==> src/rtl/assert_macros.svh <==
// assertion macros shared by the rtl that checks itself
// expects i_clk and i_rst_n in the scope where a macro is used
`ifndef ASSERT_MACROS_SVH
`define ASSERT_MACROS_SVH

// property checked at every clock edge outside reset
`define CBM_ASSERT_CLK(lbl, prop, msg) \
    lbl: assert property (@(posedge i_clk) disable iff (!i_rst_n) (prop)) \
        else $error(msg);

// condition that must never be seen outside reset
`define CBM_ASSERT_NEVER(lbl, expr, msg) \
    `CBM_ASSERT_CLK(lbl, !(expr), msg)

`endif

==> src/rtl/cbm_pkg.sv <==
// shared types and constants of the color boundary marker
// no dependencies
`default_nettype none

package cbm_pkg;

    localparam int MAX_WIDTH_DEF = 2048;
    localparam int ROW_W         = 12;
    localparam int CFG_W         = 12;
    localparam int CFG_IDX_W     = 2;
    localparam int QUEUE_DEPTH   = 4;

    // configuration register indexes
    localparam logic [CFG_IDX_W-1:0] CFG_FRAME_WIDTH      = 2'd0;
    localparam logic [CFG_IDX_W-1:0] CFG_FRAME_HEIGHT     = 2'd1;
    localparam logic [CFG_IDX_W-1:0] CFG_HIGHLIGHT_ENABLE = 2'd2;

    // configuration reset values
    localparam logic [CFG_W-1:0] RST_FRAME_WIDTH  = 12'd640;
    localparam logic [CFG_W-1:0] RST_FRAME_HEIGHT = 12'd480;
    localparam logic             RST_HIGHLIGHT    = 1'b1;

    // result kinds of one input pixel, in emission order
    localparam int RES_ABOVE = 0;
    localparam int RES_LEFT  = 1;
    localparam int RES_LAST  = 2;
    localparam int RES_KINDS = 3;

    typedef struct packed {
        logic [7:0] red;
        logic [7:0] green;
        logic [7:0] blue;
    } t_rgb;

    // classified pixel handed from front to back
    typedef struct packed {
        logic             have_above;
        logic             have_left;
        logic             have_last;
        logic             mark_above;
        logic             mark_left;
        t_rgb             above_px;
        t_rgb             left_px;
        t_rgb             cur_px;
        logic [ROW_W-1:0] row;
    } t_qinfo;

endpackage

`default_nettype wire

==> src/rtl/cbm_res_if.sv <==
// valid/ready channel carrying one marked result pixel with its position
// no dependencies
`default_nettype none

interface cbm_res_if #(
    parameter int COL_W = 11,
    parameter int ROW_W = 12
);
    logic             valid;
    logic             ready;
    logic [7:0]       out_red;
    logic [7:0]       out_green;
    logic [7:0]       out_blue;
    logic             boundary;
    logic [ROW_W-1:0] pixel_row;
    logic [COL_W-1:0] pixel_col;
    logic             frame_end;
    logic             run_last;

    modport source (output valid, output out_red, output out_green, output out_blue,
                    output boundary, output pixel_row, output pixel_col,
                    output frame_end, output run_last, input ready);
    modport sink   (input valid, input out_red, input out_green, input out_blue,
                    input boundary, input pixel_row, input pixel_col,
                    input frame_end, input run_last, output ready);
endinterface

`default_nettype wire

==> src/rtl/cbm_back.sv <==
// back end: expands each queued pixel into its results and drives the output
// depends on cbm_pkg and cbm_res_if
`default_nettype none

module cbm_back import cbm_pkg::*; #(
    parameter int COL_W = 11
) (
    input  wire logic             i_clk,
    input  wire logic             i_rst_n,
    input  wire logic             i_q_empty,
    input  wire t_qinfo           i_q_info,
    input  wire logic [COL_W-1:0] i_q_col,
    output logic                  o_q_pop,
    cbm_res_if.source             o_res
);

    logic                 r_valid;
    logic [RES_KINDS-1:0] r_done;
    t_rgb                 r_px;
    logic                 r_mark;
    logic [ROW_W-1:0]     r_row;
    logic [COL_W-1:0]     r_col;
    logic                 r_fend;
    logic                 r_last;

    logic [RES_KINDS-1:0] pending;
    logic [RES_KINDS-1:0] sel;
    logic                 last;
    logic                 load;
    t_rgb                 n_px;
    logic                 n_mark;
    logic [ROW_W-1:0]     n_row;
    logic [COL_W-1:0]     n_col;
    logic                 n_fend;

    // results of the head entry not yet sent, take the earliest
    always_comb begin
        pending            = '0;
        pending[RES_ABOVE] = i_q_info.have_above;
        pending[RES_LEFT]  = i_q_info.have_left;
        pending[RES_LAST]  = i_q_info.have_last;
        pending            = pending & ~r_done;
        sel                = pending & (~pending + RES_KINDS'(1));
        last               = ((pending & ~sel) == '0);
    end

    assign load    = !i_q_empty && (!r_valid || o_res.ready);
    assign o_q_pop = load && last;

    // build the selected result
    always_comb begin
        n_px   = i_q_info.cur_px;
        n_mark = 1'b0;
        n_row  = i_q_info.row;
        n_col  = i_q_col;
        n_fend = 1'b0;
        priority if (sel[RES_ABOVE]) begin
            n_px   = i_q_info.mark_above ? '0 : i_q_info.above_px;
            n_mark = i_q_info.mark_above;
            n_row  = i_q_info.row - ROW_W'(1);
        end else if (sel[RES_LEFT]) begin
            n_px   = i_q_info.mark_left ? '0 : i_q_info.left_px;
            n_mark = i_q_info.mark_left;
            n_col  = i_q_col - COL_W'(1);
        end else begin
            n_fend = 1'b1;
        end
    end

    // output register valid and progress through the head entry
    always_ff @(posedge i_clk) begin
        if (!i_rst_n) begin
            r_valid <= 1'b0;
            r_done  <= '0;
        end else begin
            if (load) begin
                r_valid <= 1'b1;
                r_done  <= last ? '0 : (r_done | sel);
            end else if (o_res.ready) begin
                r_valid <= 1'b0;
            end
        end
    end

    // output payload
    always_ff @(posedge i_clk) begin
        if (load) begin
            r_px   <= n_px;
            r_mark <= n_mark;
            r_row  <= n_row;
            r_col  <= n_col;
            r_fend <= n_fend;
            r_last <= last;
        end
    end

    assign o_res.valid     = r_valid;
    assign o_res.out_red   = r_px.red;
    assign o_res.out_green = r_px.green;
    assign o_res.out_blue  = r_px.blue;
    assign o_res.boundary  = r_mark;
    assign o_res.pixel_row = r_row;
    assign o_res.pixel_col = r_col;
    assign o_res.frame_end = r_fend;
    assign o_res.run_last  = r_last;

endmodule

`default_nettype wire

==> src/flat_wrapper.sv <==
// flat-port wrapper written by rule: the top's interface ports become plain ports
module cbm_back_flat import cbm_pkg::*;
#(
    parameter int COL_W = 11
)
  (i_clk, i_rst_n, i_q_empty, i_q_info, i_q_col, o_q_pop, o_res_valid, o_res_out_red, o_res_out_green, o_res_out_blue, o_res_boundary, o_res_pixel_row, o_res_pixel_col, o_res_frame_end, o_res_run_last, o_res_ready);
  cbm_res_if #(.COL_W(COL_W)) o_res_i ();
  input  wire logic i_clk;
  input  wire logic i_rst_n;
  input  wire logic i_q_empty;
  input  wire t_qinfo i_q_info;
  input  wire logic [COL_W-1:0] i_q_col;
  output logic o_q_pop;
  output wire logic [$bits(o_res_i.valid)-1:0] o_res_valid;
  output wire logic [$bits(o_res_i.out_red)-1:0] o_res_out_red;
  output wire logic [$bits(o_res_i.out_green)-1:0] o_res_out_green;
  output wire logic [$bits(o_res_i.out_blue)-1:0] o_res_out_blue;
  output wire logic [$bits(o_res_i.boundary)-1:0] o_res_boundary;
  output wire logic [$bits(o_res_i.pixel_row)-1:0] o_res_pixel_row;
  output wire logic [$bits(o_res_i.pixel_col)-1:0] o_res_pixel_col;
  output wire logic [$bits(o_res_i.frame_end)-1:0] o_res_frame_end;
  output wire logic [$bits(o_res_i.run_last)-1:0] o_res_run_last;
  input wire logic [$bits(o_res_i.ready)-1:0] o_res_ready;
  assign o_res_valid = o_res_i.valid;
  assign o_res_out_red = o_res_i.out_red;
  assign o_res_out_green = o_res_i.out_green;
  assign o_res_out_blue = o_res_i.out_blue;
  assign o_res_boundary = o_res_i.boundary;
  assign o_res_pixel_row = o_res_i.pixel_row;
  assign o_res_pixel_col = o_res_i.pixel_col;
  assign o_res_frame_end = o_res_i.frame_end;
  assign o_res_run_last = o_res_i.run_last;
  assign o_res_i.ready = o_res_ready;
  cbm_back #(.COL_W(COL_W)) u_core (.i_clk(i_clk), .i_rst_n(i_rst_n), .i_q_empty(i_q_empty), .i_q_info(i_q_info), .i_q_col(i_q_col), .o_q_pop(o_q_pop), .o_res(o_res_i));
endmodule
==> config.mk <==
export PLATFORM = sky130hd
export DESIGN_NAME = cbm_back_flat
export DESIGN_NICKNAME = d
export VERILOG_FILES = /design/src/rtl/assert_macros.svh /design/src/rtl/cbm_pkg.sv /design/src/rtl/cbm_res_if.sv /design/src/rtl/cbm_back.sv /design/src/flat_wrapper.sv
export SDC_FILE = /design/constraint.sdc
export NUM_CORES = 1
export LEC_CHECK = 0
export ABC_AREA = 1
export BUFFER_PORTS_ARGS = -buffer_cell sky130_fd_sc_hd__buf_2
export CAP_MARGIN = 5
export CELL_PAD_IN_SITES_DETAIL_PLACEMENT = 0
export CELL_PAD_IN_SITES_GLOBAL_PLACEMENT = 1
export CORE_AREA = 2 2 122 89
export CTS_CLUSTER_DIAMETER = 100
export CTS_CLUSTER_SIZE = 16
export DETAILED_ROUTE_END_ITERATION = 12
export DIE_AREA = 0 0 124 91
export GPL_TIMING_DRIVEN = 0
export PLACE_DENSITY = 0.74
export RECOVER_POWER = 100
export SYNTH_ARGS = -nofsm -noshare
export SYNTH_HDL_FRONTEND = slang
export SYNTH_SLANG_ARGS = --single-unit
==> constraint.sdc <==
create_clock -name i_clk -period 2 [get_ports i_clk]
set_clock_uncertainty 0.1 [all_clocks]
set_input_delay 0.4 -clock i_clk [delete_from_list [all_inputs] [get_ports i_clk]]
set_output_delay 0.4 -clock i_clk [all_outputs]
set_load 0.1 [all_outputs]
; ---- Yosys cells after proc, flatten, opt, wreduce, memory -nomap -nowiden
; Index checks and enable logic that the tools add are counted.
[op_classes]
addsub = 3
muxes = 13
bitwise_logic = 7
n_reduce_logical = 7
[op_table]
columns = cell, n
row1 = $mux W24, 4
row2 = $mux W11, 2
row3 = $mux W12, 1
row4 = $sub A12 B1 Y12 const B, 1
row5 = $sub A11 B1 Y11 const B, 1
row6 = $and A3 B3 Y3, 3
row7 = $not A3 Y3, 3
row8 = $mux W1, 5
row9 = $add A3 B1 Y3 const B, 1
row10 = $logic_not A3 Y1, 1
row11 = $mux W3, 1
row12 = $or A3 B3 Y3, 1
row13 = $logic_and A1 B1 Y1, 2
row14 = $logic_not A1 Y1, 2
row15 = $reduce_bool A2 Y1, 1
row16 = $logic_or A1 B1 Y1, 1
[word_totals]
regBits = 54
input_bits = 104
out_inout_bits = 52
word_cells = 40

; ---- Longest topological paths before layout
; Gate-level depths: netlist of run 1.
[logic_depth]
ltp_word = 9
ltp_mapped = 9
ltp_nobuf = 9

; ---- Worst setup path after synthesis of run 1
; Ideal clock, no wire load.
[synth_path]
path_type = reg2reg
from = reg u_core.r_valid (netlist: u_core.o_res.valid)
to = reg u_core.r_mark (netlist: u_core.o_res.boundary) (enable)
setup_ns = 0.405
arrival_time_ns = 1.935
required_ns = 1.495
path_slack_ns = -0.440
stages_incl_launch_ff = 4
path_buffers = 0
synth_period_minus_slack_ns = 2.440
cell_sequence = dfxtp_1 nand2_1 nand2_1 inv_1
[synth_via]
elab_chain_len = 3
[synth_rtl]
columns = item, line
row1 = start: declaration, cbm_back.sv:17  ; logic r_valid;
row2 = start signal: assignment, cbm_back.sv:73  ; r_valid <= 1'b0;
row3 = start signal: assignment, cbm_back.sv:77  ; r_valid <= 1'b1;
row4 = start signal: assignment, cbm_back.sv:80  ; r_valid <= 1'b0;
row5 = $logic_not A1 Y1, cbm_back.sv:47  ; assign load = !i_q_empty && (!r_valid || o_res.ready);
row6 = $logic_or A1 B1 Y1, cbm_back.sv:47
row7 = $logic_and A1 B1 Y1, cbm_back.sv:47
row8 = via u_core.load, cbm_back.sv:29  ; logic load;
row9 = end signal: assignment, cbm_back.sv:89  ; r_mark <= n_mark;
row10 = end: declaration, cbm_back.sv:20  ; logic r_mark;
; The timed path passes the listed nets, and every way through them passes these cells.
; A chain may end at the register's enable or synchronous reset.

; ---- Final worst setup path of run 1
[layout_path]
from = reg u_core.r_valid (netlist: u_core.o_res.valid)
to = out o_q_pop
[layout_via]
elab_chain_len = 4
[layout_rtl]
columns = item, line
row1 = $logic_not A1 Y1, cbm_back.sv:47
row2 = $logic_or A1 B1 Y1, cbm_back.sv:47
row3 = $logic_and A1 B1 Y1, cbm_back.sv:47
row4 = $logic_and A1 B1 Y1, cbm_back.sv:48  ; assign o_q_pop = load && last;
row5 = end: declaration, flat_wrapper.sv:13  ; output logic o_q_pop;
; No other way between the ends.

==> impl_metrics.tcl, run 1 <==
set metrics [dict create \
    worstReg2RegStart "u_core.r_done[0]" \
    cts.sinks 54 \
    fin_nets 586 \
    cellPowerDensity_nw_per_um2 833 \
    die_area_um2 11300 \
    tightest_slew_ps 572 \
    cts_root_buf "clkbuf_16" \
    rr_worst_depth 7 \
    fp.dieW_um 124 \
    rrSetupSlack_ps 220 \
    grt_pass1_vias 2352 \
    async_reset_ff_share_pct 0 \
    routed_wl_um 7810 \
    irDropWorstVdd_uv 320 \
    critPathArrivalTime_ps 1350 \
    post-route-util_pct 38.0 \
    path_clk_slew_ps 70 \
    synth_area_um2 2770 \
    cts_max_level 2 \
    grt_setup_unrepaired "false" \
    grt_overflow 0 \
    layout-area-overhead-vs-synth_pct 38.4 \
    synth_common_cells "nand2_1 (124), edfxtp_1 (50), nand3_1 (41), inv_1 (34), nor2_1 (19)" \
    cts_buffers 5 \
    final_cell_area_um2 3840 \
    min_path_type "in -> reg" \
    synth_cell_types 24 \
    leakage_nw 1.89 \
    grt_busiest_layer "met2" \
    slew_viol_final 0 \
    clk_latency_ps 280 \
    cp.required_ps 1500 \
    std_cell_rows 31 \
    ys.warnings.count 0 \
    pre_cts_ws_ps -407 \
    met2_usage_pct 22.2 \
    ys_ff_latch 54 \
    power.total_mw 3.19 \
    syn_inst 317 \
    yosysSeqAreaShare_pct 57.0 \
    cts_tree "yes" \
    period_share_pct 92.7 \
    place_hpwl_um 6170 \
    status "completed" \
    synthTopCellsByArea "edfxtp_1 (54%), nand2_1 (17%), nand3_1 (7.4%)" \
    holdPathStages 2 \
    avgSynthCellArea_um2 8.75 \
    final_layout_size_suffix_gt1_share_pct 36.9 \
    yosysMostFrequentCell "nand2_1" \
    gp_congestion 0.785 \
    first_pass_iters 4 \
    wl_per_cell_um 12.8 \
    start_kind "flip-flop" \
    clock.fmax_ghz 0.539 \
    min_from "i_q_empty" \
    maxCapViolCount 0 \
    layout_setup_ws_ps 146 \
    grt_max_degree 27 \
    cts_max_path_buffers 2 \
    vias_per_cell 4.29 \
    nFillCells 1062 \
    fin_crit_ps 1850 \
    initial_core_util_pct 27.5 \
    final_antenna_net_count 0 \
    track_usage_pct 13.0 \
    synth_ff_type "edfxtp_1" \
    postCtsSetupBuffers 0 \
    fin_setup_tns_ps 0 \
    synth_enable_flop_cells 50 \
    port_buffers 155 \
    end_kind "output pin" \
    synth_top_area_share_pct 54.2 \
    core_area_um2 10100 \
    synth_area_leader_cell "edfxtp_1" \
    die_h_um 91 \
    grt_first_pass_wirelength_um 11400 \
    antenna_found_initial 0 \
    n_antenna_cell 0 \
    syn_nets 423 \
    dpl_cell_area_um2 3720 \
    min_to "u_core.o_res.valid" \
    ioPinCount 156 \
    use_met3_pct 3.14 \
    cp_max_fo 4 \
    setup-violations-final 0 \
    critPathKind "reg -> out" \
    dr.first_iter.drc_count 78 \
    vias 2625 \
    drc 0 \
    hold_viol 0 \
    grt_use_met1_pct 16.7 \
    slew_headroom_pct 61.8 \
    reg2reg_to "u_core.o_res.out_red[4]" \
]
-- metal layers --
layer | wire [um] | vias up | part of all wire (%)
met4 | 40 | 0 | 0.51
li1 | - | 1355 | -
met1 | 3470 | 1172 | 44
met2 | 3660 | 96 | 47
met3 | 636 | 2 | 8.1
met5 | 0 | - | 0
-- stage by stage --
step,cells,hold WS (ps)
global route,612,200
global placement,604,359
floorplan,317,344
CTS,612,187
detailed placement,604,363
finish,612,199
-- sequential cells by signal, summed over array words and instances, names as in the netlist --
signal	cells
u_core.o_res.pixel_col	11
u_core.r_done	3
u_core.o_res.out_red	8
u_core.o_res.boundary	1
u_core.o_res.out_blue	8
u_core.o_res.valid	1
u_core.o_res.pixel_row	12
u_core.o_res.out_green	8
u_core.o_res.frame_end	1
u_core.o_res.run_last	1
-- cell families after synthesis --
| group | synth area share, % |
|---|---|
| simple gates | 31.5 |
| xor+xnor | 1.58 |
| flops | 57.0 |
| buf+inv | 6.63 |
| compound gates | 2.39 |
| fa+ha+maj | 0.902 |
-- critical path, cell delays in order, from the launching register on --
cell and delay, ps:
dfxtp_1 320, nand2_1 100, nand2_2 120, nor2_2 140, nand2_1 80, inv_1 80, buf_6 230
-- worst max-delay path by stage --
stage                                  start                        end  slack, ps  depth (start not counted)
after detailed placement         o_res_ready           u_core.r_done[1]       -410                          7
after global routing      u_core.o_res.valid                    o_q_pop         20                          6
after floorplan           u_core.o_res.valid           u_core.r_done[1]         20                          5
after global placement           o_res_ready  u_core.o_res.out_green[3]       -410                          5
after CTS                 u_core.o_res.valid                    o_q_pop         30                          6
final                     u_core.o_res.valid                    o_q_pop        150                          6
-- cell type report --
| class | count | area [um2] | share of cell area (%) |
|---|---|---|---|
| buffer | 6 | 41.3 | 1.08 |
| inverter | 37 | 143 | 3.72 |
| clock buffer | 7 | 133 | 3.46 |
| tap | 132 | 165 | 4.31 |
| multi-input combinational | 220 | 983 | 25.6 |
| sequential | 54 | 1580 | 41.2 |
| timing repair inverter | 1 | 7.51 | 0.196 |
| timing repair buffer | 155 | 782 | 20.4 |
-- placed cells by master (no fill, tap or decap), types with 3 or more instances in the layout --
| master | instances |
|---|---|
| buf_2 | 106 |
| buf_6 | 3 |
| clkbuf_1 | 3 |
| clkbuf_16 | 5 |
| clkbuf_2 | 51 |
| dfxtp_1 | 4 |
| edfxtp_1 | 50 |
| inv_1 | 34 |
| nand2_1 | 125 |
| nand3_1 | 42 |
| nor2_1 | 21 |
| nor2_2 | 4 |
| nor3_1 | 3 |
| o21ai_0 | 10 |
| xor2_1 | 4 |
-- where the power goes --
part / switching [mW] / total, mW / internal (mW)
combinational: 0.814 / 1.01 / 0.193
sequential: 0.0244 / 1.36 / 1.34
clock: 0.364 / 0.823 / 0.459
total: 1.20 / 3.19 / 1.99
-- repair_timing --
| action | CTS | global route |
|---|---|---|
| endpoints found under the hold margin | 0 | 0 |
| setup endpoints to repair | 52 | 1 |
| cloned | 1 | 0 |
| gates resized for setup | 6 | 4 |
| hold buffers | 0 | 0 |
Power figures use the tool's default switching activity.
==> run 2, diff against run 1 <==
Settings changed: GPL_TIMING_DRIVEN 0 to default.
==> run 2 against run 1 <==
  * Die area is the same
  * Combinational power about the same
  * Core utilization is 0.14 points lower
  * Critical endpoint unchanged
  * Highest routed layer unchanged
==> impl_metrics.tcl, run 2 (same netlist as run 1, synthesis figures left out) <==
set metrics [dict create \
    place_hpwl_um 6160 \
    tightest_slew_ps 1020 \
    layout_common_cells "nand2_1 (125), buf_2 (103), clkbuf_2 (51)" \
    cts_resized 1 \
    port_buffers 155 \
    cts_root_buf "clkbuf_16" \
    crit_path_frequent_cell "inv_2" \
    reg2reg_to "u_core.o_res.out_red[0]" \
    postCtsSetupBuffers 0 \
    holdPathStages 2 \
    slowest_stage "dfxtp_2" \
    min_from "i_q_empty" \
    path_cells "inv_2, nand2_4, buf_6, nand2_2, nand3_1, nand2_1, inv_2, buf_12" \
    cts_max_path_buffers 2 \
    core_area_um2 10100 \
    cts_tree "yes" \
    largest_reg_flops 12 \
    wl_per_cell_um 12.9 \
    leakage_nw 1.88 \
    placed_cells 602 \
    cp.required_ps 1500 \
    min_path_type "in -> reg" \
    grt_setup_unrepaired "true" \
    cts_hold_buf 0 \
    layout-area-overhead-vs-synth_pct 37.9 \
    grt_first_pass_wirelength_um 11800 \
    crit_family "buffers and inverters" \
    worstReg2RegStart "u_core.r_done[0]" \
    die_area_um2 11300 \
    vias 2660 \
    cp_max_fo 7 \
    fin_crit_ps 1920 \
    ioPinCount 156 \
    final_layout_size_suffix_gt1_share_pct 36.9 \
    path_clk_slew_ps 70 \
    setup-violations-final 0 \
    dr.first_iter.drc_count 134 \
    vias_per_cell 4.37 \
    rr_worst_depth 5 \
    whs_ps 196 \
    cts.sinks 54 \
    min_to "u_core.o_res.valid" \
    end_kind "output pin" \
    gp_congestion 0.786 \
    maxCapViolCount 0 \
    die_h_um 91 \
    critPathArrivalTime_ps 1420 \
    final_antenna_net_count 0 \
    first_pass_iters 5 \
    critPathMaxStageDelay_ps 360 \
    fin_nets 583 \
    routed_wl_um 7860 \
    status "completed" \
    crit_buf_inv 4 \
    slew_headroom_pct 32.1 \
    clk_latency_ps 280 \
    stdcell_count 609 \
    drc 0 \
    hold_viol 0 \
    n_antenna_cell 0 \
    irDropWorstVdd_uv 295 \
    grt_pass1_vias 2553 \
    initial_core_util_pct 27.5 \
    final_common_cell "nand2_1" \
    grt_overflow 0 \
    clock.fmax_ghz 0.522 \
    rrSetupSlack_ps 220 \
    cts_buffers 5 \
    cts_max_level 2 \
    post-route-util_pct 37.9 \
    grt_max_degree 41 \
    fp.dieW_um 124 \
    start_kind "flip-flop" \
    cellPowerDensity_nw_per_um2 835 \
    antenna_found_initial 0 \
    track_usage_pct 13.3 \
    slew_viol_final 0 \
    std_cell_rows 31 \
    period_share_pct 95.8 \
    critPathKind "reg -> out" \
]
## run 2: report_power, final
part	internal, mW	switching (mW)
sequential	1.34	0.0248
combinational	0.194	0.814
clock	0.459	0.362
total	1.99	1.20
## run 2: worst max path at each step
stage                             from                       to  slack, ps  cells after the start
floorplan           u_core.o_res.valid         u_core.r_done[1]         20                      5
finish                u_core.r_done[0]                  o_q_pop         80                      8
detailed placement        i_q_info[88]  u_core.o_res.out_red[6]         50                      5
CTS                   u_core.r_done[0]                  o_q_pop          7                      8
global placement          i_q_info[88]  u_core.o_res.out_red[1]        100                      5
global route          u_core.r_done[0]  u_core.o_res.out_red[7]        -20                      5
## run 2: cell type report
| class | count | area [um2] |
|---|---|---|
| timing repair buffer | 159 | 821 |
| multi-input combinational | 220 | 977 |
| tap | 132 | 165 |
| sequential | 54 | 1590 |
| clock buffer | 7 | 133 |
| fill | 1087 | 6260 |
| inverter | 37 | 140 |
## run 2: metal layers
layer  track usage [%]  vias up  share of wire (%)
met5                 0        -                  0
met4              3.84        0                1.7
met3              2.51        9                7.7
met2              21.5       98                 44
met1              18.0     1209                 46
li1                  -     1344                  -
## run 2: stage by stage
stage,TNS (ps),setup slack (ps),instance area (um2),total power [mW]
6_report,0,83.2,3820,3.19
3_5_place_dp,0,53.6,3730,2.41
3_3_place_gp,0,101,3730,2.40
4_1_cts,0,7.48,3870,3.23
2_1_floorplan,0,15.8,2780,2.16
5_1_grt,-49.7,-24.1,3820,3.34
