File: src/rtl/assert_macros.svh
// assertion macros shared by the rtl that checks itself
// expects i_clk and i_rst_n in the scope where a macro is used
`ifndef ASSERT_MACROS_SVH
`define ASSERT_MACROS_SVH

// property checked at every clock edge outside reset
`define CBM_ASSERT_CLK(lbl, prop, msg) \
    lbl: assert property (@(posedge i_clk) disable iff (!i_rst_n) (prop)) \
        else $error(msg);

// condition that must never be seen outside reset
`define CBM_ASSERT_NEVER(lbl, expr, msg) \
    `CBM_ASSERT_CLK(lbl, !(expr), msg)

`endif

File: src/rtl/cbm_pkg.sv
// shared types and constants of the color boundary marker
// no dependencies
`default_nettype none

package cbm_pkg;

    localparam int MAX_WIDTH_DEF = 2048;
    localparam int ROW_W         = 12;
    localparam int CFG_W         = 12;
    localparam int CFG_IDX_W     = 2;
    localparam int QUEUE_DEPTH   = 4;

    // configuration register indexes
    localparam logic [CFG_IDX_W-1:0] CFG_FRAME_WIDTH      = 2'd0;
    localparam logic [CFG_IDX_W-1:0] CFG_FRAME_HEIGHT     = 2'd1;
    localparam logic [CFG_IDX_W-1:0] CFG_HIGHLIGHT_ENABLE = 2'd2;

    // configuration reset values
    localparam logic [CFG_W-1:0] RST_FRAME_WIDTH  = 12'd640;
    localparam logic [CFG_W-1:0] RST_FRAME_HEIGHT = 12'd480;
    localparam logic             RST_HIGHLIGHT    = 1'b1;

    // result kinds of one input pixel, in emission order
    localparam int RES_ABOVE = 0;
    localparam int RES_LEFT  = 1;
    localparam int RES_LAST  = 2;
    localparam int RES_KINDS = 3;

    typedef struct packed {
        logic [7:0] red;
        logic [7:0] green;
        logic [7:0] blue;
    } t_rgb;

    // classified pixel handed from front to back
    typedef struct packed {
        logic             have_above;
        logic             have_left;
        logic             have_last;
        logic             mark_above;
        logic             mark_left;
        t_rgb             above_px;
        t_rgb             left_px;
        t_rgb             cur_px;
        logic [ROW_W-1:0] row;
    } t_qinfo;

endpackage

`default_nettype wire

File: src/rtl/cbm_queue.sv
// small register queue between the classifying front and the emitting back
// depends on cbm_pkg
`default_nettype none

module cbm_queue import cbm_pkg::*; #(
    parameter int DATA_W = 8,
    parameter int DEPTH  = QUEUE_DEPTH
) (
    input  wire logic              i_clk,
    input  wire logic              i_rst_n,
    input  wire logic              i_push,
    input  wire logic [DATA_W-1:0] i_data,
    output logic                   o_full,
    input  wire logic              i_pop,
    output logic [DATA_W-1:0]      o_data,
    output logic                   o_empty
);

    localparam int PTR_W = (DEPTH > 1) ? $clog2(DEPTH) : 1;
    localparam int CNT_W = $clog2(DEPTH + 1);

    logic [DATA_W-1:0] r_slot [DEPTH];
    logic [PTR_W-1:0]  r_wr_ptr;
    logic [PTR_W-1:0]  r_rd_ptr;
    logic [CNT_W-1:0]  r_count;
    logic [PTR_W-1:0]  n_wr_ptr;
    logic [PTR_W-1:0]  n_rd_ptr;

    assign o_full  = (r_count == CNT_W'(DEPTH));
    assign o_empty = (r_count == '0);
    assign o_data  = r_slot[r_rd_ptr];

    // pointer wrap for any depth
    always_comb begin
        n_wr_ptr = (r_wr_ptr == PTR_W'(DEPTH - 1)) ? '0 : r_wr_ptr + PTR_W'(1);
        n_rd_ptr = (r_rd_ptr == PTR_W'(DEPTH - 1)) ? '0 : r_rd_ptr + PTR_W'(1);
    end

    // pointers and fill count
    always_ff @(posedge i_clk) begin
        if (!i_rst_n) begin
            r_wr_ptr <= '0;
            r_rd_ptr <= '0;
            r_count  <= '0;
        end else begin
            if (i_push) r_wr_ptr <= n_wr_ptr;
            if (i_pop)  r_rd_ptr <= n_rd_ptr;
            if (i_push && !i_pop)      r_count <= r_count + CNT_W'(1);
            else if (!i_push && i_pop) r_count <= r_count - CNT_W'(1);
        end
    end

    // entry storage
    always_ff @(posedge i_clk) begin
        if (i_push) r_slot[r_wr_ptr] <= i_data;
    end

endmodule

`default_nettype wire

File: config.mk
export PLATFORM = sky130hd
export DESIGN_NAME = cbm_queue
export DESIGN_NICKNAME = d
export VERILOG_FILES = /design/src/rtl/assert_macros.svh /design/src/rtl/cbm_pkg.sv /design/src/rtl/cbm_queue.sv
export SDC_FILE = /design/constraint.sdc
export NUM_CORES = 1
export LEC_CHECK = 0
export BUFFER_PORTS_ARGS = -buffer_cell sky130_fd_sc_hd__buf_2
export CAP_MARGIN = 20
export CORE_MARGIN = 2
export CORE_UTILIZATION = 35
export CTS_CLUSTER_DIAMETER = 40
export DETAILED_ROUTE_END_ITERATION = 8
export PLACE_DENSITY = 0.58
export SLEW_MARGIN = 20
export SYNTH_ARGS = -nofsm -noshare
export SYNTH_HDL_FRONTEND = slang
export SYNTH_SLANG_ARGS = --single-unit
File: constraint.sdc
create_clock -name i_clk -period 4 [get_ports i_clk]
set_input_delay 0.8 -clock i_clk [delete_from_list [all_inputs] [get_ports i_clk]]
set_output_delay 0.8 -clock i_clk [all_outputs]
set_load 0.005 [all_outputs]
* Word level (Yosys, flattened, before mapping) *
Memories as Yosys holds them, arrays and structs flattened. A register that Yosys moved wholly into a read port is not among the register bits.
Cells that the tools add are included.

operators by class
  $add $sub $neg = 4
  equality and inequality tests = 3
  multiplexer cells = 8
  reduce and logical (&&, ||, !) cells = 6

operator list
  kind                   number
  $mux W2                4
  $mux W3                2
  $add A2 B1 Y2 const B  2
  $eq A2 B2 Y1 const B   2
  $add A3 B1 Y3 const B  1
  $eq A3 B3 Y1 const B   1
  $logic_not A3 Y1       1
  $sub A3 B1 Y3 const B  1
  $logic_and A1 B1 Y1    2
  $logic_not A1 Y1       2
  $mux W1                2
  $reduce_bool A2 Y1     1

word-level totals
  bits in registers = 7
  RAM bits = 32
  memories kept = 1

memories
  memory  depth  width  rd ports  clocked after memory_dff  wr ports  line             source
  r_slot  4      8      1         1                         1         cbm_queue.sv:22  logic [DATA_W-1:0] r_slot [DEPTH];

* Depth between registers and ports, before layout *
Gate-level depths: netlist of run 1.

  depth in word-level cells = 4
  mapped depth = 7
  depth with buffers taken out = 7

* Worst setup path before layout of run 1 *
No wires, ideal clock.

  path type = input-to-reg
  start = input i_pop
  end = register r_count[2]
  library setup time = 70 ps
  data arrival time = 1993 ps
  data required time = 3930 ps
  path slack = 1937 ps
  cell stages on the path = 7
  buffers on the path = 0
  cell sequence = inv_1 > ha_1 > inv_1 > fa_1 > xor2_1 > or3_1 > a21boi_1

on the way
  longest elaborated chain between the ends = 3

RTL lines
  what                                                  line             source
  from (decl)                                           cbm_queue.sv:14  input wire logic i_pop,
  $logic_not A1 Y1                                      cbm_queue.sv:48  if (i_push && !i_pop) r_count <= r_count + CNT_W'(1);
  $logic_and A1 B1 Y1                                   cbm_queue.sv:48
  $mux W3 / $reduce_bool A2 Y1 (equally long branches)  n/a
  to (signal assigned)                                  cbm_queue.sv:48
  to (signal assigned)                                  cbm_queue.sv:49  else if (!i_push && i_pop) r_count <= r_count - CNT_W'(1);
  to (decl)                                             cbm_queue.sv:25  logic [CNT_W-1:0] r_count;

Parallel ways exist; a longest one is shown, timed or not.
A chain may end at the register's enable or synchronous reset.

==> results.json, run 1 <==
{
  "asyncSetResetFlopFracSynth": 0,
  "num-nets-final": 131,
  "finalHoldViolations": 0,
  "final-seq-area_um2": 1140,
  "rsz_0062_raised_after_global_routing": "no",
  "grt_start_max_net_pins": 13,
  "postLayoutCoreUtil": 0.425,
  "cp_slowest_stage_delay_ns": 0.67,
  "netlist.top_cell.by_area": "edfxtp_1",
  "crit_path_cell_trace": "mux4_2 > buf_2",
  "finalSetupViolCount": 0,
  "synth.most_common_cell": "edfxtp_1",
  "first_pass_iters": 4,
  "floorplan.initialDensity": 0.366,
  "clock_tree_from_tritoncts": "yes",
  "power_per_cell_area_nw_per_um2": 484,
  "postCtsSetupBuffers": 0,
  "synth_area_per_cell_um2": 18.8,
  "timing_max_transition_violations_final": 0,
  "multi_input_comb_area_um2": 443,
  "numPlacedInstances": 157,
  "run_status": "complete, no violations",
  "ir_drop_worst_case_vdd_mv": 0.268,
  "fin_crit_sh": 0.620,
  "wl_per_instance_um": 15.1,
  "port-buffer-count": 21,
  "ys_top_cells_by_count": "edfxtp_1 (32), dfxtp_1 (9), mux4_2 (8)",
  "kind_of_capture_point_of_the_worst_setup_path": "output pin",
  "place_ws_ns": 1.73,
  "first_pass_grt_wire_length_um": 3950,
  "synth.distinct_cells": 20,
  "drc": 0,
  "class_of_the_tightest_hold_or_removal_check": "flip-flop to flip-flop",
  "total_negative_setup_slacks_ns": 0,
  "vias": 802,
  "max_clock_freq_mhz": 404,
  "synth-edff-count": 32,
  "antenna_found_initial": 0,
  "finClkSkew_ns": 0.00831,
  "cts.htree.levels": 2,
  "wl_um": 2500,
  "mappedNetlistNets": 105,
  "die_h_um": 71.9,
  "timing_worst_setup_path_type": "flip-flop to output pin",
  "placement_rows": 24,
  "max_slew_margin": 0.634,
  "syn2layout_area_growth_pct": 16.1,
  "worst_ep_required_time_ns": 3.20,
  "fillers": 406,
  "worst_ep_arrival_time_ns": 1.68,
  "synth_seq_cells": 41,
  "design.portCount": 22,
  "final_global_route_overflow_total": 0,
  "critical-path-slowest-cell": "dfxtp_1",
  "synth-main-ff-cell": "edfxtp_1",
  "standby_leakage_power_nw": 0.685,
  "first_global_vias": 801,
  "clk_root_buffer_cell": "clkbuf_8",
  "drive_above_1_share": 0.310,
  "place.detailed.hpwl_um": 1740,
  "die_area_um2": 5170,
  "gp_congestion": 0.689,
  "kind_of_launch_point_of_the_worst_setup_path": "flip-flop",
  "cts-buffers-inserted": 5,
  "path_max_fanout": 8,
  "clock_latency_on_the_worst_skew_pair_ns": 0.29,
  "die_x_extent_um": 71.9,
  "cap_violations": 0,
  "synthesized_instance_count": 86,
  "cts.sinks": 41,
  "cts_resized": 0,
  "hold_slack_ns": 0.504,
  "vias_per_inst": 4.86,
  "final_period_minus_worst_setup_slack_ns": 2.48,
  "cts-root-to-sink-buffers": 2,
  "clk_pin_slew_ns": 0.07,
  "finalWorstSetupSlack_ns": 1.52,
  "synth_top_area_frac": 0.595,
  "fin_cells": 165,
  "drt_first_iter_violations": 39,
  "synthTopCellsByArea": "edfxtp_1 (59%), dfxtp_1 (11%), mux4_2 (11%)",
  "worstMarginPinSlew_ns": 0.549,
  "antenna_fix_cells": 0,
  "ctsHoldBuffers": 0,
  "ant_nets": 0,
  "synth.yosys.seq_area_share": 0.706,
  "yosysWarningCount": 0,
  "global_route.usage.total": 0.108,
  "netlist_area_um2": 1620,
  "floorplan_core_area_um2": 4410
}
==> stage by stage <==
step / instance area [um^2] / total power [mW]
detailed placement: 1770 / 0.604
floorplan: 1620 / 0.565
finish: 1880 / 0.909
global placement: 1770 / 0.599
CTS: 1880 / 0.918
global route: 1880 / 0.949
==> routing by layer <==
metal | wire length (um) | vias up | global-route usage
met1 | 1000 | 397 | 0.111
met4 | 57 | 0 | 0.0566
li1 | - | 377 | -
met2 | 1280 | 21 | 0.190
met5 | 0 | - | 0
met3 | 156 | 7 | 0.0403
==> cell usage in the layout, fill, tap and decap left out <==
master	count
o21a_1	1
nor2b_1	5
or3_1	1
fa_1	1
nor3b_1	1
buf_2	21
mux4_2	8
bufinv_16	1
xor2_1	1
and2_1	5
clkinv_1	1
inv_1	4
edfxtp_1	32
nor2_1	1
xnor2_1	1
mux2i_1	4
o21ai_0	1
clkbuf_1	1
ha_1	6
a21boi_1	1
clkbuf_8	5
dfxtp_1	9
nor3_1	2
==> state kept, by name, summed over array words and instances (netlist names), named ones only <==
signal	cells
r_wr_ptr	2
r_rd_ptr	2
r_slot	32
r_count	3
==> power by group <==
group | switching [mW] | leakage, nW | internal (mW)
logic | 0.0395 | 0.264 | 0.0494
registers | 0.0183 | 0.368 | 0.484
clock network | 0.133 | 0.0528 | 0.184
total | 0.191 | 0.685 | 0.718
==> cell type report <==
cell class                      count  share of cell area
Tap cell                           52              0.0347
Clock buffer                        6              0.0387
Timing Repair Buffer               21              0.0560
Clock inverter                      2              0.0180
Multi-Input combinational cell     39               0.236
Inverter                            4             0.00801
Sequential cell                    41               0.608
==> cell families after synthesis <==
family                     Yosys count  share of synthesized area
DFF                                 41                      0.706
and+or+nand+nor                     15                     0.0558
muxes                               12                      0.136
adders and majority gates            7                     0.0589
buffers and inverters                6                     0.0194
AOI/OAI and AO/OA                    3                     0.0124
xor gates and xnor gates             2                     0.0108
==> final timing paths <==
| path | to | cells past startpoint | start | slack, ns |
|---|---|---|---|---|
| max | o_data[2] | 2 | flip-flop | 1.52 |
| min | r_count[2] | 2 | r_count[2] | 0.50 |
| max reg2reg | r_count[2] | 4 | r_count[0] | 2.55 |
| min reg2reg | r_count[2] | 2 | r_count[2] | 0.50 |
==> critical path, delay by kind of cell (launching register included) <==
kind	cells	cell delay [ns]
DFF	1	0.67
buffers and inverters	1	0.14
muxes	1	0.58
(Power assumes the default switching activity.)
==> run 2: changes to the inputs <==
Settings changed: PLACE_DENSITY 0.58 to 0.6.
Clock period 4 ns to 2.03 ns, I/O delays scaled along.
==> run 2 against run 1 <==
Compared with the run above:
- via count fell by 1.5%
- sequential share of layout area up 0.57 points
- clock power is 58% higher
- first-iteration DRC count grew 38%
- final cell count up 0.61%
- hold slack got worse by 0.17 ns
- die area stayed put
- non-clock buffer count increased by 1
- global-route usage grew 0.31 points
- power rose by 83%
==> results.json, run 2 (synthesis results as in run 1) <==
{
  "place.detailed.hpwl_um": 1730,
  "timing_max_transition_violations_final": 0,
  "cts.htree.levels": 2,
  "first_pass_iters": 3,
  "min_from": "i_data[3]",
  "design.portCount": 22,
  "postLayoutCoreUtil": 0.421,
  "largest_register": "r_slot",
  "cts-buffers-inserted": 5,
  "cts_resized": 0,
  "worst_ep_required_time_ns": 1.62,
  "cap_violations": 0,
  "die_area_um2": 5170,
  "largest_reg_flops": 32,
  "cts.sinks": 41,
  "ctsHoldBuffers": 0,
  "max_clock_freq_mhz": 531,
  "routed-wl-met3_um": 172,
  "rsz_0062_raised_after_global_routing": "no",
  "clock_latency_on_the_worst_skew_pair_ns": 0.29,
  "wl_um": 2520,
  "cellInternalPower_mw": 1.29,
  "ant_nets": 0,
  "class_of_the_tightest_hold_or_removal_check": "input port to flip-flop",
  "total_negative_setup_slacks_ns": 0,
  "reg2reg_from": "r_count[0]",
  "worst_hold_path_depth": 1,
  "cp_slowest_stage_delay_ns": 0.53,
  "route.top_layer_used": "met4",
  "drc": 0,
  "cts-root-to-sink-buffers": 2,
  "design_power_total_mw": 1.67,
  "floorplan.initialDensity": 0.366,
  "grt_start_max_net_pins": 13,
  "standby_leakage_power_nw": 0.679,
  "finalHoldViolations": 0,
  "gp_congestion": 0.738,
  "critical-path-slowest-cell": "mux4_2",
  "final_period_minus_worst_setup_slack_ns": 1.88,
  "placement_rows": 24,
  "reg2reg_slack_ns": 0.53,
  "floorplan_core_area_um2": 4410,
  "syn2layout_area_growth_pct": 15.0,
  "wl_per_instance_um": 15.2,
  "global_route.usage.total": 0.111,
  "top_library_cells_by_usage_in_the_layout_fill_and_taps_aside": "edfxtp_1 (32), buf_2 (21), dfxtp_1 (9)",
  "power_per_cell_area_nw_per_um2": 897,
  "fin_crit_sh": 0.927,
  "rr_worst_depth": 4,
  "antenna_found_initial": 0,
  "hold_path_end": "r_slot[2][3]",
  "postCtsSetupBuffers": 0,
  "run_status": "complete, no violations",
  "clk_pin_slew_ns": 0.07,
  "vias_per_inst": 4.76,
  "final_global_route_overflow_total": 0,
  "worstMarginPinSlew_ns": 0.461,
  "drt_first_iter_violations": 54,
  "detailroute.wirelength.met2_um": 1210,
  "vias": 790,
  "power.sequential.fraction": 0.590,
  "timing_worst_setup_path_type": "flip-flop to output pin",
  "finalSetupViolCount": 0,
  "clock_tree_from_tritoncts": "yes",
  "p_comb_frac": 0.110,
  "sw_pwr_mw": 0.372,
  "layout.cells.most_common": "edfxtp_1",
  "met1_length_um": 1100,
  "kind_of_capture_point_of_the_worst_setup_path": "output pin",
  "finClkSkew_ns": 0.00615,
  "antenna_fix_cells": 0,
  "num-nets-final": 132,
  "power_switching_share": 0.223,
  "ir_drop_worst_case_vdd_mv": 0.433,
  "critical_path.reg2reg.endpoint": "r_count[2]",
  "port-buffer-count": 21,
  "first_pass_grt_wire_length_um": 4110,
  "clk_root_buffer_cell": "clkbuf_8",
  "die_x_extent_um": 71.9,
  "die_h_um": 71.9,
  "reg_top3": "r_slot: 32 flops, r_count: 3 flops",
  "fillers": 393,
  "drive_above_1_share": 0.316,
  "first_global_vias": 846,
  "kind_of_launch_point_of_the_worst_setup_path": "flip-flop",
  "worst_ep_arrival_time_ns": 1.48,
  "max_slew_margin": 0.693,
  "crit_path_cell_trace": "buf_4 > mux4_2 > buf_2",
  "power.clock.fraction": 0.300,
  "path_max_fanout": 8
}
[run 2: stage by stage]
step                hold slack, ns  area (um^2)  setup slack, ns  cells
global route                 0.321         1860           0.0789    166
finish                       0.331         1860            0.147    166
floorplan                    0.465         1620            0.361     86
detailed placement           0.509         1780            0.110    158
global placement             0.480         1780            0.198    158
CTS                          0.324         1860            0.116    166
[run 2: worst max-delay path, delay by kind of cell (launching register included)]
family   cells  cell delay (ns)
flops        1             0.31
buf+inv      2             0.34
mux          1             0.53
[run 2: power groups by stage]
| stage | Clock [mW] | Combinational, mW | Sequential (mW) |
|---|---|---|---|
| 2_1_floorplan | 0 | 0.122 | 0.992 |
| 3_3_place_gp | 0 | 0.181 | 1.00 |
| 3_5_place_dp | 0 | 0.188 | 1.00 |
| 4_1_cts | 0.519 | 0.189 | 0.984 |
| 5_1_grt | 0.556 | 0.206 | 0.990 |
| 6_report | 0.500 | 0.183 | 0.984 |
[run 2: how the worst max path moves through the flow]
| stage | cells after the start | to | slack (ns) | start |
|---|---|---|---|---|
| global placement | 8 | r_count[2] | 0.20 | i_pop |
| detailed placement | 8 | r_count[2] | 0.11 | i_pop |
| global route | 3 | o_data[4] | 0.08 | flip-flop |
| floorplan | 7 | r_count[2] | 0.36 | i_pop |
| finish | 3 | o_data[4] | 0.15 | flip-flop |
| CTS | 3 | o_data[4] | 0.12 | flip-flop |
[run 2: layout make-up]
| cell class | count | area, um^2 | share of cell area |
|---|---|---|---|
| multi-input combinational | 39 | 443 | 0.238 |
| timing repair buffer | 22 | 113 | 0.0606 |
| tap | 52 | 65.1 | 0.0350 |
| sequential | 41 | 1140 | 0.614 |
| clock inverter | 1 | 5.00 | 0.00269 |
| inverter | 4 | 15.0 | 0.00808 |
| clock buffer | 7 | 76.3 | 0.0411 |
[run 2: metal layers]
metal	up-vias	track usage
li1	378	-
met3	4	0.0528
met4	0	0.0503
met2	21	0.172
met1	387	0.132
met5	-	0
==> run 3: changes to the inputs <==
--- a/constraint.sdc
+++ b/constraint.sdc
@@ -3,2 +3,2 @@
 set_output_delay 0.406 -clock i_clk [all_outputs]
-set_load 0.005 [all_outputs]
+set_load 0.01 [all_outputs]
==> run 3 against run 2 <==
Compared with the run above:
- core utilization grew 0.57 points
- maximum frequency shrank 0.68%
- count of clock-buffer cells in the layout shrank 1
- sequential cell count is the same
- non-clock buffer count is the same
- critical path type unchanged
- largest power group unchanged
==> results.json, run 3 (synthesis results as in run 1) <==
{
  "reg2reg_from": "r_count[0]",
  "groute.layer.met2.usage": 0.163,
  "cellInternalPower_mw": 1.42,
  "worst_ep_arrival_time_ns": 1.49,
  "groute.layer.met1.usage": 0.129,
  "postLayoutCoreUtil": 0.427,
  "first_pass_grt_wire_length_um": 3970,
  "cts.sinks": 41,
  "timing_max_transition_violations_final": 0,
  "max_slew_margin": 0.708,
  "postCtsSetupBuffers": 0,
  "kind_of_launch_point_of_the_worst_setup_path": "flip-flop",
  "drive_above_1_share": 0.316,
  "die_area_um2": 5170,
  "fin_crit_sh": 0.934,
  "die_h_um": 71.9,
  "port-buffer-count": 21,
  "total_negative_setup_slacks_ns": 0,
  "finalSetupViolCount": 0,
  "global_route.usage.total": 0.107,
  "ir_drop_worst_case_vdd_mv": 0.486,
  "first_global_vias": 834,
  "clock_latency_on_the_worst_skew_pair_ns": 0.29,
  "wl_per_instance_um": 15.3,
  "num-nets-final": 132,
  "floorplan.initialDensity": 0.366,
  "place.detailed.hpwl_um": 1810,
  "drc": 0,
  "cts.htree.levels": 2,
  "design_area_um2": 1880,
  "kind_of_capture_point_of_the_worst_setup_path": "output pin",
  "largest_reg_flops": 32,
  "timing_worst_setup_path_type": "flip-flop to output pin",
  "placement_rows": 24,
  "worstMarginPinSlew_ns": 0.437,
  "power.clock.fraction": 0.348,
  "class_of_the_tightest_hold_or_removal_check": "input port to flip-flop",
  "wl_um": 2550,
  "final_global_route_overflow_total": 0,
  "sw_pwr_mw": 0.394,
  "finClkSkew_ns": 0.00570,
  "syn2layout_area_growth_pct": 16.6,
  "clk_pin_slew_ns": 0.07,
  "p_comb_frac": 0.108,
  "antenna_fix_cells": 0,
  "antenna_found_initial": 0,
  "standby_leakage_power_nw": 0.690,
  "clk_root_buffer_cell": "clkbuf_8",
  "design_power_total_mw": 1.81,
  "placed_area_um2": 1780,
  "vias": 794,
  "ctsHoldBuffers": 0,
  "ant_nets": 0,
  "cts_resized": 0,
  "cts-buffers-inserted": 5,
  "use_met3": 0.0528,
  "hold_slack_ns": 0.326,
  "grt_start_max_net_pins": 13,
  "die_x_extent_um": 71.9,
  "min_from": "i_data[3]",
  "fillers": 392,
  "run_status": "complete, no violations",
  "power_switching_share": 0.217,
  "top_library_cells_by_usage_in_the_layout_fill_and_taps_aside": "edfxtp_1 (32), buf_2 (21), dfxtp_1 (9)",
  "gp_congestion": 0.742,
  "reg_top3": "r_slot: 32 flops, r_count: 3 flops",
  "power_per_cell_area_nw_per_um2": 962,
  "worst_ep_required_time_ns": 1.62,
  "drt_first_iter_violations": 35,
  "gr-max-usage-layer": "met2",
  "floorplan_core_area_um2": 4410,
  "layout.cells.most_common": "edfxtp_1",
  "final_period_minus_worst_setup_slack_ns": 1.90,
  "design.portCount": 22,
  "rsz_0062_raised_after_global_routing": "no",
  "largest_register": "r_slot",
  "power.sequential.fraction": 0.544,
  "path_max_fanout": 8,
  "cts-root-to-sink-buffers": 2,
  "vias_per_inst": 4.78,
  "clock_tree_from_tritoncts": "yes",
  "cap_violations": 0,
  "finalHoldViolations": 0,
  "first_pass_iters": 4,
  "max_clock_freq_mhz": 528
}
run 3: through the flow:
stage | setup slack [ns] | instances
after CTS | 0.102 | 166
after detailed placement | 0.115 | 158
after global routing | 0.0562 | 166
final | 0.135 | 166
after floorplan | 0.361 | 86
after global placement | 0.196 | 158
run 3: path summary, 6_finish.rpt:
kind / to / slack (ns) / depth (start not counted)
max: o_data[4] / 0.13 / 3
min: r_slot[1][3] / 0.33 / 1
max reg2reg: r_count[2] / 0.55 / 4
min reg2reg: r_count[2] / 0.52 / 2
run 3: area by class of cell:
cell class                      instances  area [um^2]  share of cell area
Clock buffer                            6         72.6              0.0385
Clock inverter                          2         33.8              0.0179
Inverter                                4         15.0             0.00797
Multi-Input combinational cell         39          443               0.235
Sequential cell                        41         1140               0.606
Tap cell                               52         65.1              0.0346
Timing Repair Buffer                   22          113              0.0598
run 3: power by group through the flow:
stage               Sequential, mW  Combinational (mW)  Clock (mW)
finish                       0.984               0.196       0.630
detailed placement            1.00               0.202           0
floorplan                    0.992               0.135           0
CTS                          0.985               0.203       0.642
global route                 0.990               0.218       0.673
global placement              1.00               0.194           0
run 3: worst max-delay path, cell delays in order, from the launching register on:
cell	delay, ns
dfxtp_1	0.31
buf_4	0.20
mux4_2	0.53
buf_2	0.16
run 3: per-layer routing:
layer | part of all wire | wire [um] | vias up
met5 | 0 | 0 | -
met3 | 0.068 | 173 | 7
met2 | 0.46 | 1180 | 21
li1 | - | - | 379
met4 | 0.020 | 50 | 0
met1 | 0.45 | 1140 | 387
